`config.mk`:
```
export PLATFORM = sky130hd
export DESIGN_NAME = sprite_attribute_table_core
export DESIGN_NICKNAME = d
export VERILOG_FILES = /design/src/hdl/sat_pkg.sv /design/src/hdl/sat_ram.sv /design/src/hdl/sat_store.sv /design/src/hdl/sat_decode.sv /design/src/hdl/sprite_attribute_table_core.sv
export SDC_FILE = /design/constraint.sdc
export NUM_CORES = 2
export LEC_CHECK = 0
export BUFFER_PORTS_ARGS = -buffer_cell sky130_fd_sc_hd__buf_4
export CAP_MARGIN = 20
export CORE_UTILIZATION = 27
export DETAILED_ROUTE_END_ITERATION = 6
export PLACE_DENSITY = 0.47
export SLEW_MARGIN = 20
export SYNTH_ARGS = -nofsm -noshare
export SYNTH_HDL_FRONTEND = slang
export SYNTH_HIERARCHICAL = 1
export SYNTH_SLANG_ARGS = --single-unit
```
`constraint.sdc`:
```
create_clock -name clk_i -period 17.9 [get_ports clk_i]
set_input_delay 0.895 -clock clk_i [delete_from_list [all_inputs] [get_ports clk_i]]
set_output_delay 0.895 -clock clk_i [all_outputs]
set_load 0.01 [all_outputs]
```
`src/hdl/sat_pkg.sv`:
```
package sat_pkg;

  // Number of sprites held in the table.
  localparam int NUM_SPRITES = 128;

  // Address width of the low table memory.
  localparam int LOW_AW = (NUM_SPRITES > 1) ? $clog2(NUM_SPRITES) : 1;

  // High table: fixed 32 groups of four sprites.
  localparam int HIGH_DEPTH = 32;

  // Operation codes.
  localparam logic OP_WRITE = 1'b0;
  localparam logic OP_QUERY = 1'b1;

  // Configuration register indexes.
  localparam int  CFG_IDX_W = 1;
  localparam logic [CFG_IDX_W-1:0] CFG_BASE_SIZE = 1'b0;
  localparam logic [CFG_IDX_W-1:0] CFG_INTERLACE = 1'b1;

  // Interlace quirk: small height forced for base sizes at or above this value.
  localparam logic [2:0] IL_MIN_SIZE = 3'd6;
  localparam logic [6:0] IL_HEIGHT   = 7'd16;

  // Sprite size tables, indexed by base size.
  localparam logic [6:0] SMALL_W [8] = '{7'd8,  7'd8,  7'd8,  7'd16, 7'd16, 7'd32, 7'd16, 7'd16};
  localparam logic [6:0] LARGE_W [8] = '{7'd16, 7'd32, 7'd64, 7'd32, 7'd64, 7'd64, 7'd32, 7'd32};
  localparam logic [6:0] SMALL_H [8] = '{7'd8,  7'd8,  7'd8,  7'd16, 7'd16, 7'd32, 7'd32, 7'd32};
  localparam logic [6:0] LARGE_H [8] = '{7'd16, 7'd32, 7'd64, 7'd32, 7'd64, 7'd64, 7'd64, 7'd32};

  // Read side of the store, handed to the decode stage.
  typedef struct packed {
    logic       valid;
    logic       hit;
    logic [1:0] hi;
  } sat_rd_t;

  // Bits of a high table byte that belong to sprites that exist.
  function automatic logic [7:0] high_keep(input logic [4:0] grp);
    logic [7:0] keep;
    keep = '0;
    for (int k = 0; k < 4; k++) begin
      if (int'({grp, 2'(k)}) < NUM_SPRITES) begin
        keep[2*k +: 2] = 2'b11;
      end
    end
    return keep;
  endfunction

endpackage

```
`src/hdl/sat_ram.sv`:
```
module sat_ram #(
  parameter int WIDTH = 8,
  parameter int DEPTH = 128,
  localparam int AW = (DEPTH > 1) ? $clog2(DEPTH) : 1
) (
  input  logic             clk_i,
  input  logic             we_i,
  input  logic [AW-1:0]    waddr_i,
  input  logic [WIDTH-1:0] wdata_i,
  input  logic [AW-1:0]    raddr_i,
  output logic [WIDTH-1:0] rdata_o
);

  logic [WIDTH-1:0] mem [DEPTH];
  logic [WIDTH-1:0] rdata_q;

  // One write port, one registered read port.
  always_ff @(posedge clk_i) begin
    if (we_i) begin
      mem[waddr_i] <= wdata_i;
    end
    rdata_q <= mem[raddr_i];
  end

  assign rdata_o = rdata_q;

endmodule

```
`src/hdl/sat_store.sv`:
```
module sat_store (
  input  logic             clk_i,
  input  logic             rst_ni,
  input  logic             accept_i,
  input  logic             op_i,
  input  logic [9:0]       addr_i,
  input  logic [7:0]       data_i,
  input  logic [6:0]       sprite_i,
  output logic             clearing_o,
  output sat_pkg::sat_rd_t rd_o,
  output logic [31:0]      word_o
);

  logic                       clr_q, clr_d;
  logic [sat_pkg::LOW_AW-1:0] clr_cnt_q, clr_cnt_d;
  logic [7:0]                 high_q [sat_pkg::HIGH_DEPTH];
  sat_pkg::sat_rd_t           rd_q, rd_d;

  logic                       wr_low, wr_high;
  logic [6:0]                 wr_sprite;
  logic [sat_pkg::LOW_AW-1:0] ram_waddr;
  logic [7:0]                 ram_wdata;
  logic [7:0]                 high_byte;

  // Decode the write: low table byte or high table group.
  assign wr_sprite = addr_i[8:2];
  assign wr_low    = accept_i && (op_i == sat_pkg::OP_WRITE) && !addr_i[9]
                     && (int'(wr_sprite) < sat_pkg::NUM_SPRITES);
  assign wr_high   = accept_i && (op_i == sat_pkg::OP_WRITE) && addr_i[9];

  // The clearing pass owns the write port right after reset.
  assign ram_waddr = clr_q ? clr_cnt_q : wr_sprite[sat_pkg::LOW_AW-1:0];
  assign ram_wdata = clr_q ? 8'h00 : data_i;

  // One memory per byte lane: x low, y, tile, attribute.
  for (genvar i = 0; i < 4; i++) begin : g_lane
    logic lane_we;
    assign lane_we = clr_q || (wr_low && (addr_i[1:0] == 2'(i)));

    sat_ram #(
      .WIDTH(8),
      .DEPTH(sat_pkg::NUM_SPRITES)
    ) u_ram (
      .clk_i  (clk_i),
      .we_i   (lane_we),
      .waddr_i(ram_waddr),
      .wdata_i(ram_wdata),
      .raddr_i(sprite_i[sat_pkg::LOW_AW-1:0]),
      .rdata_o(word_o[8*i +: 8])
    );
  end

  // Clearing sequencer: one row per cycle after reset.
  always_comb begin
    clr_d     = clr_q;
    clr_cnt_d = clr_cnt_q;
    if (clr_q) begin
      if (clr_cnt_q == sat_pkg::LOW_AW'(sat_pkg::NUM_SPRITES - 1)) begin
        clr_d = 1'b0;
      end else begin
        clr_cnt_d = clr_cnt_q + 1'b1;
      end
    end
  end

  always_ff @(posedge clk_i or negedge rst_ni) begin
    if (!rst_ni) begin
      clr_q     <= 1'b1;
      clr_cnt_q <= '0;
    end else begin
      clr_q     <= clr_d;
      clr_cnt_q <= clr_cnt_d;
    end
  end

  // High table kept in flops; bits of missing sprites are dropped on write.
  always_ff @(posedge clk_i or negedge rst_ni) begin
    if (!rst_ni) begin
      for (int g = 0; g < sat_pkg::HIGH_DEPTH; g++) begin
        high_q[g] <= '0;
      end
    end else if (wr_high) begin
      high_q[addr_i[4:0]] <= data_i & sat_pkg::high_keep(addr_i[4:0]);
    end
  end

  // Query side: capture the high bits alongside the memory read.
  assign high_byte = high_q[sprite_i[6:2]];

  always_comb begin
    rd_d.valid = accept_i && (op_i == sat_pkg::OP_QUERY);
    rd_d.hit   = int'(sprite_i) < sat_pkg::NUM_SPRITES;
    rd_d.hi    = high_byte[{sprite_i[1:0], 1'b0} +: 2];
  end

  always_ff @(posedge clk_i or negedge rst_ni) begin
    if (!rst_ni) begin
      rd_q <= '0;
    end else begin
      rd_q <= rd_d;
    end
  end

  assign clearing_o = clr_q;
  assign rd_o       = rd_q;

endmodule

```
`src/hdl/sat_decode.sv`:
```
module sat_decode (
  input  logic             clk_i,
  input  logic             rst_ni,
  input  sat_pkg::sat_rd_t rd_i,
  input  logic [31:0]      word_i,
  input  logic [2:0]       base_size_i,
  input  logic             interlace_i,
  output logic             done_o,
  output logic [8:0]       pos_x_o,
  output logic [7:0]       pos_y_o,
  output logic [7:0]       tile_o,
  output logic             name_sel_o,
  output logic [2:0]       pal_o,
  output logic [1:0]       prio_o,
  output logic             flip_h_o,
  output logic             flip_v_o,
  output logic [6:0]       obj_width_o,
  output logic [6:0]       obj_height_o
);

  logic        done_q;
  logic [31:0] word;
  logic [1:0]  hi;
  logic [7:0]  attr;
  logic [6:0]  width_d, height_d;
  logic [8:0]  pos_x_q;
  logic [7:0]  pos_y_q, tile_q, attr_q;
  logic [6:0]  width_q, height_q;

  // A missing sprite reads as an all-zero entry.
  assign word = rd_i.hit ? word_i : 32'h0;
  assign hi   = rd_i.hit ? rd_i.hi : 2'b00;
  assign attr = word[31:24];

  // Size lookup, with the interlace height quirk on small sprites.
  always_comb begin
    if (!hi[1]) begin
      width_d  = sat_pkg::SMALL_W[base_size_i];
      height_d = (interlace_i && (base_size_i >= sat_pkg::IL_MIN_SIZE))
                 ? sat_pkg::IL_HEIGHT : sat_pkg::SMALL_H[base_size_i];
    end else begin
      width_d  = sat_pkg::LARGE_W[base_size_i];
      height_d = sat_pkg::LARGE_H[base_size_i];
    end
  end

  // Result register.
  always_ff @(posedge clk_i or negedge rst_ni) begin
    if (!rst_ni) begin
      done_q <= 1'b0;
    end else begin
      done_q <= rd_i.valid;
    end
  end

  always_ff @(posedge clk_i) begin
    if (rd_i.valid) begin
      pos_x_q  <= {hi[0], word[7:0]};
      pos_y_q  <= word[15:8];
      tile_q   <= word[23:16];
      attr_q   <= attr;
      width_q  <= width_d;
      height_q <= height_d;
    end
  end

  assign done_o       = done_q;
  assign pos_x_o      = pos_x_q;
  assign pos_y_o      = pos_y_q;
  assign tile_o       = tile_q;
  assign name_sel_o   = attr_q[0];
  assign pal_o        = attr_q[3:1];
  assign prio_o       = attr_q[5:4];
  assign flip_h_o     = attr_q[6];
  assign flip_v_o     = attr_q[7];
  assign obj_width_o  = width_q;
  assign obj_height_o = height_q;

endmodule

```
`src/hdl/sprite_attribute_table_core.sv`:
```
// Channel    | Handshake                    | Payload
// command    | start_i, busy_o              | op_i, addr_i, data_i, sprite_i
// result     | done_o (one-cycle strobe)    | pos_x_o .. obj_height_o
// config     | cfg_valid_i, cfg_ready_o     | cfg_index_i, cfg_data_i
//
// One command is accepted per cycle while busy_o is low; a query result passes
// through the registered read of the low table memory and then the result register
// before it is on the ports.
// After reset the low table is cleared one sprite per cycle with busy_o high;
// configuration writes are taken during that pass.
// Writes give no result. The receiver cannot stall the result strobe.
module sprite_attribute_table_core (
  input  logic                          clk_i,
  input  logic                          rst_ni,
  input  logic                          start_i,
  output logic                          busy_o,
  input  logic                          op_i,
  input  logic [9:0]                    addr_i,
  input  logic [7:0]                    data_i,
  input  logic [6:0]                    sprite_i,
  output logic                          done_o,
  output logic [8:0]                    pos_x_o,
  output logic [7:0]                    pos_y_o,
  output logic [7:0]                    tile_o,
  output logic                          name_sel_o,
  output logic [2:0]                    pal_o,
  output logic [1:0]                    prio_o,
  output logic                          flip_h_o,
  output logic                          flip_v_o,
  output logic [6:0]                    obj_width_o,
  output logic [6:0]                    obj_height_o,
  input  logic                          cfg_valid_i,
  output logic                          cfg_ready_o,
  input  logic [sat_pkg::CFG_IDX_W-1:0] cfg_index_i,
  input  logic [2:0]                    cfg_data_i
);

  logic             clearing;
  logic             accept;
  sat_pkg::sat_rd_t rd;
  logic [31:0]      word;
  logic [2:0]       base_size_q, base_size_d;
  logic             interlace_q, interlace_d;

  assign busy_o      = clearing;
  assign accept      = start_i && !clearing;
  assign cfg_ready_o = 1'b1;

  // Configuration register decode.
  always_comb begin
    base_size_d = base_size_q;
    interlace_d = interlace_q;
    if (cfg_valid_i) begin
      unique case (cfg_index_i)
        sat_pkg::CFG_BASE_SIZE: base_size_d = cfg_data_i;
        sat_pkg::CFG_INTERLACE: interlace_d = cfg_data_i[0];
        default: ;
      endcase
    end
  end

  always_ff @(posedge clk_i or negedge rst_ni) begin
    if (!rst_ni) begin
      base_size_q <= '0;
      interlace_q <= 1'b0;
    end else begin
      base_size_q <= base_size_d;
      interlace_q <= interlace_d;
    end
  end

  sat_store u_store (
    .clk_i     (clk_i),
    .rst_ni    (rst_ni),
    .accept_i  (accept),
    .op_i      (op_i),
    .addr_i    (addr_i),
    .data_i    (data_i),
    .sprite_i  (sprite_i),
    .clearing_o(clearing),
    .rd_o      (rd),
    .word_o    (word)
  );

  sat_decode u_decode (
    .clk_i       (clk_i),
    .rst_ni      (rst_ni),
    .rd_i        (rd),
    .word_i      (word),
    .base_size_i (base_size_q),
    .interlace_i (interlace_q),
    .done_o      (done_o),
    .pos_x_o     (pos_x_o),
    .pos_y_o     (pos_y_o),
    .tile_o      (tile_o),
    .name_sel_o  (name_sel_o),
    .pal_o       (pal_o),
    .prio_o      (prio_o),
    .flip_h_o    (flip_h_o),
    .flip_v_o    (flip_v_o),
    .obj_width_o (obj_width_o),
    .obj_height_o(obj_height_o)
  );

endmodule

```
### Word level (Yosys, flattened, before mapping)

Memory sizes are Yosys's and may differ from the RTL's. A register that Yosys moved wholly into a read port is not among the register bits.
Cells that the tools add are included.

* memories: 8
* bits of input ports: 34
* output and inout bits: 50
* bits in latches: 0
* RAM bits: 4096
* memory bits (read-only): 224
* register bits: 320
* logic and storage cells: 124

Memories
* u_store.g_lane[0].u_ram.mem: words 128, bits a word 8, rd ports 1, clocked after memory_dff 1, write ports 1, RTL line sat_ram.sv:14 `logic [WIDTH-1:0] mem [DEPTH];`
* u_store.g_lane[1].u_ram.mem: words 128, bits a word 8, rd ports 1, clocked after memory_dff 1, write ports 1, RTL line sat_ram.sv:14
* u_store.g_lane[2].u_ram.mem: words 128, bits a word 8, rd ports 1, clocked after memory_dff 1, write ports 1, RTL line sat_ram.sv:14
* u_store.g_lane[3].u_ram.mem: words 128, bits a word 8, rd ports 1, clocked after memory_dff 1, write ports 1, RTL line sat_ram.sv:14
* (name not given): words 8, bits a word 7, rd ports 1, clocked after memory_dff 0, write ports 0, RTL line sat_decode.sv:43 `height_d = sat_pkg::LARGE_H[base_size_i];`
* (name not given): words 8, bits a word 7, rd ports 1, clocked after memory_dff 0, write ports 0, RTL line sat_decode.sv:40 `? sat_pkg::IL_HEIGHT : sat_pkg::SMALL_H[base_size_i];`
* 2 more memories

* multipliers: 0
* div/mod/pow operators: 0
* shifts and indexed selects: 1
* equality and inequality tests: 4
* bitwise logic cells: 7
* add/sub/neg operators: 1
* mux-type cells: 31
* order comparisons: 5
* reductions and logical operators: 21

Operator list (count)
* 256-bit bitwise mux: 1
* 7-bit 2-to-1 mux: 12
* 8-bit binary-select mux with 5-bit select: 1
* 8-bit demux with 5-bit select: 1
* 8-bit 2-to-1 mux: 4
* 6-bit greater-or-equal comparator, second input constant: 2
* 5-bit NOT with 6-bit output: 2
* 1-bit logical AND: 11
* 1-bit 2-to-1 mux: 10
* 8-bit AND: 1
* 8-bit by 4-bit indexed part select with 2-bit output: 1
* 7-bit by 1-bit adder with 7-bit output, second input constant: 1
* 7-bit equality test, second input constant: 1
* 6-bit by 1-bit less-than comparator with 1-bit output, second input constant: 1
* 2-bit AND reduction: 3
* 2-bit equality test, second input constant: 2
* 4-bit greater-or-equal comparator, second input constant: 1
* 1-bit logical OR: 4
* 2-bit 2-to-1 mux: 2
* 3-bit NOT with 4-bit output: 1
* 3-bit greater-or-equal comparator, second input constant: 1
* 1-bit NOT: 3
* 2-bit by 1-bit equality test with 1-bit output, second input constant: 1
* 1-bit logical NOT: 2
* 2-bit logical NOT: 1

### Logic depth before layout (Yosys ltp)

* word-level depth: 8
* mapped depth: 9
* gate-level depth less buffers: 7

### Modules after synthesis

The synthesis kept the hierarchy.

By module, submodules not included
* sat_ram: sequential area each 30909.6 um^2, cells each 1635, instances 4, area each 39665.5 um^2
* sat_store: sequential area each 6707.7 um^2, cells each 823, instances 1, area each 12443.2 um^2
* sat_decode: sequential area each 1256.2 um^2, cells each 111, instances 1, area each 1716.6 um^2
* sprite_attribute_table_core: sequential area each 100.1 um^2, cells each 13, instances 1, area each 195.2 um^2

### Least setup slack after synthesis

Ideal clock, no wire load.

* kind: input-to-reg
* from: input data_i[0]
* to: memory u_store.g_lane[0].u_ram.mem[0][0], data pin
* arrival: 13.578 ns
* path slack: 1.620 ns
* stages on the path: 2
* setup time: 2.701 ns
* data required time: 15.199 ns
* buffers on the path: 1
* cell sequence: clkbuf_1 -> nor2b_1

* cells in the longest elaborated chain, start to end: 1

Ends and longest elaborated chain
* from (decl): RTL line sprite_attribute_table_core.sv:19 `input logic [7:0] data_i,`
* 8-bit 2-to-1 mux: RTL line sat_store.sv:33 `assign ram_wdata = clr_q ? 8'h00 : data_i;`
* net u_store.ram_wdata[0]: RTL line sat_store.sv:22 `logic [7:0] ram_wdata;`
* to (decl): RTL line sat_ram.sv:14

The timed path passes the listed nets, and every way through them passes these cells.

==> results.ini <==
[clocking]
cts_made_buffers = 446
clock_latency_ns = 1.02
cts_tree = built
clkSinkCount = 4442
clkTransAtPathRegs_ns = 0.06
htree_levels = 5
postCtsSetupBuffers = 0
clockBufferDepth = 4
clock_tree.root_cell = clkbuf_16

[run]
cap_violations = 0

[sta]
slew_viol_final = 0
fin_ws_ns = 12.47
tightest_slew_ns = 1.18
whs_ns = 0.122
fin_crit_ns = 5.43
relSlewSlack_pct = 21.5
hold_viol = 0
finalSetupViolCount = 0
tns_ns = 0
rsz0062_at_grt = false
finClkSkew_ns = 0.0537
fin_crit_sh_pct = 30.3
fmax_ghz = 0.184

[floorplanning]
die_h_um = 803
core-area_sq_um = 638000
rows = 293
ios = 84
die_area_sq_um = 644000
die_w_um = 803
start_util_pct = 27.1

[final_layout]
nets = 7832
instances_no_fill = 16600
drive_above_1_share_pct = 33.2
area_growth_pct = 14.9
nFillCells = 60100

[worst_hold_path]
hold_class = input pin to flop
min_path_cells = 2

[logic_synthesis]
ys_seq_elements = 4442
synth_fa_ha_area_share_pct = 0.00723
async_flop_share_pct = 6.15
synth_top_family_by_area = multiplexers
syn_area_sq_um = 173000
synth_compound_area_share_pct = 0.189
synth_flop_cell = edfxtp_1
synth-simple-area-share_pct = 2.06
yosys-mux-area-fraction_pct = 20.5
synth-xor-area-share_pct = 0.0253
synth_cell_types = 52
yosysWarningCount = 6
yosysSeqAreaShare_pct = 76.1
avgSynthCellArea_sq_um = 23.1
syn_inst = 7487
synth_edf_count = 4137

[worst_setup_path]
worstPathArrival_ns = 6.33
crit_top_cell = mux4_2
rrSetupSlack_ns = 13.02
slowest_stage = buf_4
crit_path_max_incr_delay_ns = 0.88
crit_path_end_kind = flop
cp_top_family = buffers and inverters
setup.worst_path.start_class = input pin
critical_path_class = input pin to flop
crit_fanout = 105
ff2ff_path_depth = 6
crit_cells = 8
cp_cell_sequence = buf_16, buf_4, buf_4, buf_12, mux4_2, mux4_2, mux4_2, mux2_2
required_ns = 18.80
path_buf_inv = 4

[placed_design]
dpl.cell_count = 15700
dp_hpwl_um = 263000
pre_cts_ws_ns = 11.31
gp_congestion = 0.748
port_buffers = 76

[drt]
firstDrtPassIters = 7
wl_per_cell_um = 26.9
num_vias = 78500
via_per_inst = 4.73
ant_nets = 0
drt_iter0_drc = 6916
drc = 0
totalWireLength_um = 446000

[pwr]
total_power_mw = 21.8
ir_drop_mv = 0.0951
p_per_area_nw_per_um2 = 110
leakage_nw = 61.4

[grt]
grt_pass1_wl_um = 635000
grt_overflow = 0
grt_max_degree = 205
antenna_found_initial = 15
grt_pass1_vias = 82600
track_usage_pct = 13.5

[status]
status = complete, no violations

-- area by class of cell --
| cell class | instances | area [sq um] | area share [%] |
|---|---|---|---|
| inverters | 1 | 3.75 | 0.00189 |
| clock inverters | 250 | 2430 | 1.22 |
| flip-flops and latches | 4442 | 132000 | 66.2 |
| clock buffers | 574 | 11900 | 6.00 |
| repair buffers | 283 | 2520 | 1.27 |
| well taps | 8407 | 10500 | 5.29 |
| diodes | 10 | 25.0 | 0.0126 |
| multi-input cells | 2623 | 39700 | 20.0 |
-- cells in the final DEF (no fill, tap or decap), types with 14 or more instances in the layout --
cell type | synthesis | final
nor2b_1 | 41 | 33
a22oi_1 | 16 | 16
bufinv_16 | 0 | 41
nand4_1 | 16 | 16
clkbuf_8 | 0 | 15
nand2_1 | 81 | 79
mux2_2 | 304 | 303
buf_12 | 1 | 14
edfxtp_1 | 4137 | 4137
dfrtp_1 | 272 | 270
nand3_1 | 52 | 44
mux2i_1 | 35 | 35
clkbuf_16 | 0 | 453
nor2_2 | 0 | 78
nor2_1 | 511 | 433
nor3_1 | 43 | 33
clkbuf_1 | 222 | 107
dfxtp_1 | 32 | 32
clkinv_1 | 0 | 106
mux4_2 | 1391 | 1391
buf_4 | 51 | 243
clkinv_2 | 0 | 61
clkinvlp_4 | 0 | 14
and2_1 | 37 | 37
-- metal layers --
layer / up-vias / share of wire (%) / global-route usage (%)
li1: 32300 / - / -
met1: 43700 / 42 / 18.0
met2: 1991 / 51 / 23.5
met3: 570 / 4.4 / 1.68
met4: 4 / 2.3 / 3.09
met5: - / 0.0047 / 0
-- worst paths after layout --
| kind | from | to |
|---|---|---|
| setup / recovery | sprite_i[0] | u_store/g_lane[3].u_ram/rdata_o[4]$_DFF_P_ |
| hold / removal | op_i | u_store/rd_o[3]$_DFF_PN0_ |
| setup reg to reg | u_store/clearing_o$_DFF_PN1_ | u_store/g_lane[2].u_ram/mem[52][3]$_DFFE_PP_ |
| hold reg to reg | u_store/high_q[229]$_DFFE_PN0P_ | u_store/high_q[229]$_DFFE_PN0P_ |
| max in group asynchronous | rst_ni | u_store/high_q[34]$_DFFE_PN0P_ |
| min in group asynchronous | rst_ni | u_decode/done_o$_DFF_PN0_ |
-- metrics by stage --
step | utilization [%] | area, sq um
2_1_floorplan | - | 173000
3_3_place_gp | 28.9 | 184000
3_5_place_dp | 28.9 | 184000
4_1_cts | 31.2 | 199000
5_1_grt | 31.2 | 199000
6_report | 31.2 | 199000
-- cells in the mapped netlist, drive strengths merged, types with 11 or more instances --
cell type / count / area share [%]
a22oi: 16 / 0.069
and2: 37 / 0.13
buf: 204 / 0.65
clkbuf: 222 / 0.48
dfrtp: 272 / 3.9
dfxtp: 32 / 0.37
edfxtp: 4137 / 72
mux2: 308 / 2.0
mux2i: 35 / 0.20
mux4: 1400 / 18
nand2: 82 / 0.18
nand2b: 11 / 0.040
nand3: 52 / 0.15
nand4: 16 / 0.058
nor2: 511 / 1.1
nor2b: 43 / 0.16
nor3: 43 / 0.12
-- power by group --
part | leakage, nW | internal, mW | switching, mW
registers | 41.2 | 11.4 | 0.0464
logic | 13.3 | 0.452 | 0.655
clock network | 6.97 | 5.29 | 3.96
-- registers in the layout, indices dropped and copies added (netlist names), 3 cells and up --
| name | count |
|---|---|
| u_store/rd_o | 4 |
| u_decode/pos_x_o | 9 |
| u_decode/obj_height_o | 4 |
| u_decode/obj_width_o | 4 |
| u_store/g_lane.u_ram/rdata_o | 32 |
| u_decode/attr_q | 8 |
| u_store/g_lane.u_ram/mem | 4096 |
| u_store/clr_cnt_q | 7 |
| base_size_q | 3 |
| u_decode/pos_y_o | 8 |
| u_decode/tile_o | 8 |
| u_store/high_q | 256 |
-- logic make-up after synthesis --
group	after synthesis
DFF	4442
buffers and inverters	427
and+or+nand+nor	819
xor gates and xnor gates	5
other	3
adders and majority gates	1
AOI/OAI and AO/OA	47
muxes	1743
-- timing repair --
item,4_1_cts,5_1_grt
resized for setup,0,0
hold buffers,1,0
hold endpoints to repair,107,0
-- worst reg2reg max path, delay by kind of cell, from the launching register on --
| kind | cells | cell delay [ns] |
|---|---|---|
| AND/OR/NAND/NOR | 3 | 2.29 |
| buffers and inverters | 2 | 0.71 |
| multiplexers | 1 | 0.42 |
| flip-flops | 1 | 1.03 |
No activity file was read; power rests on OpenSTA's default activity.
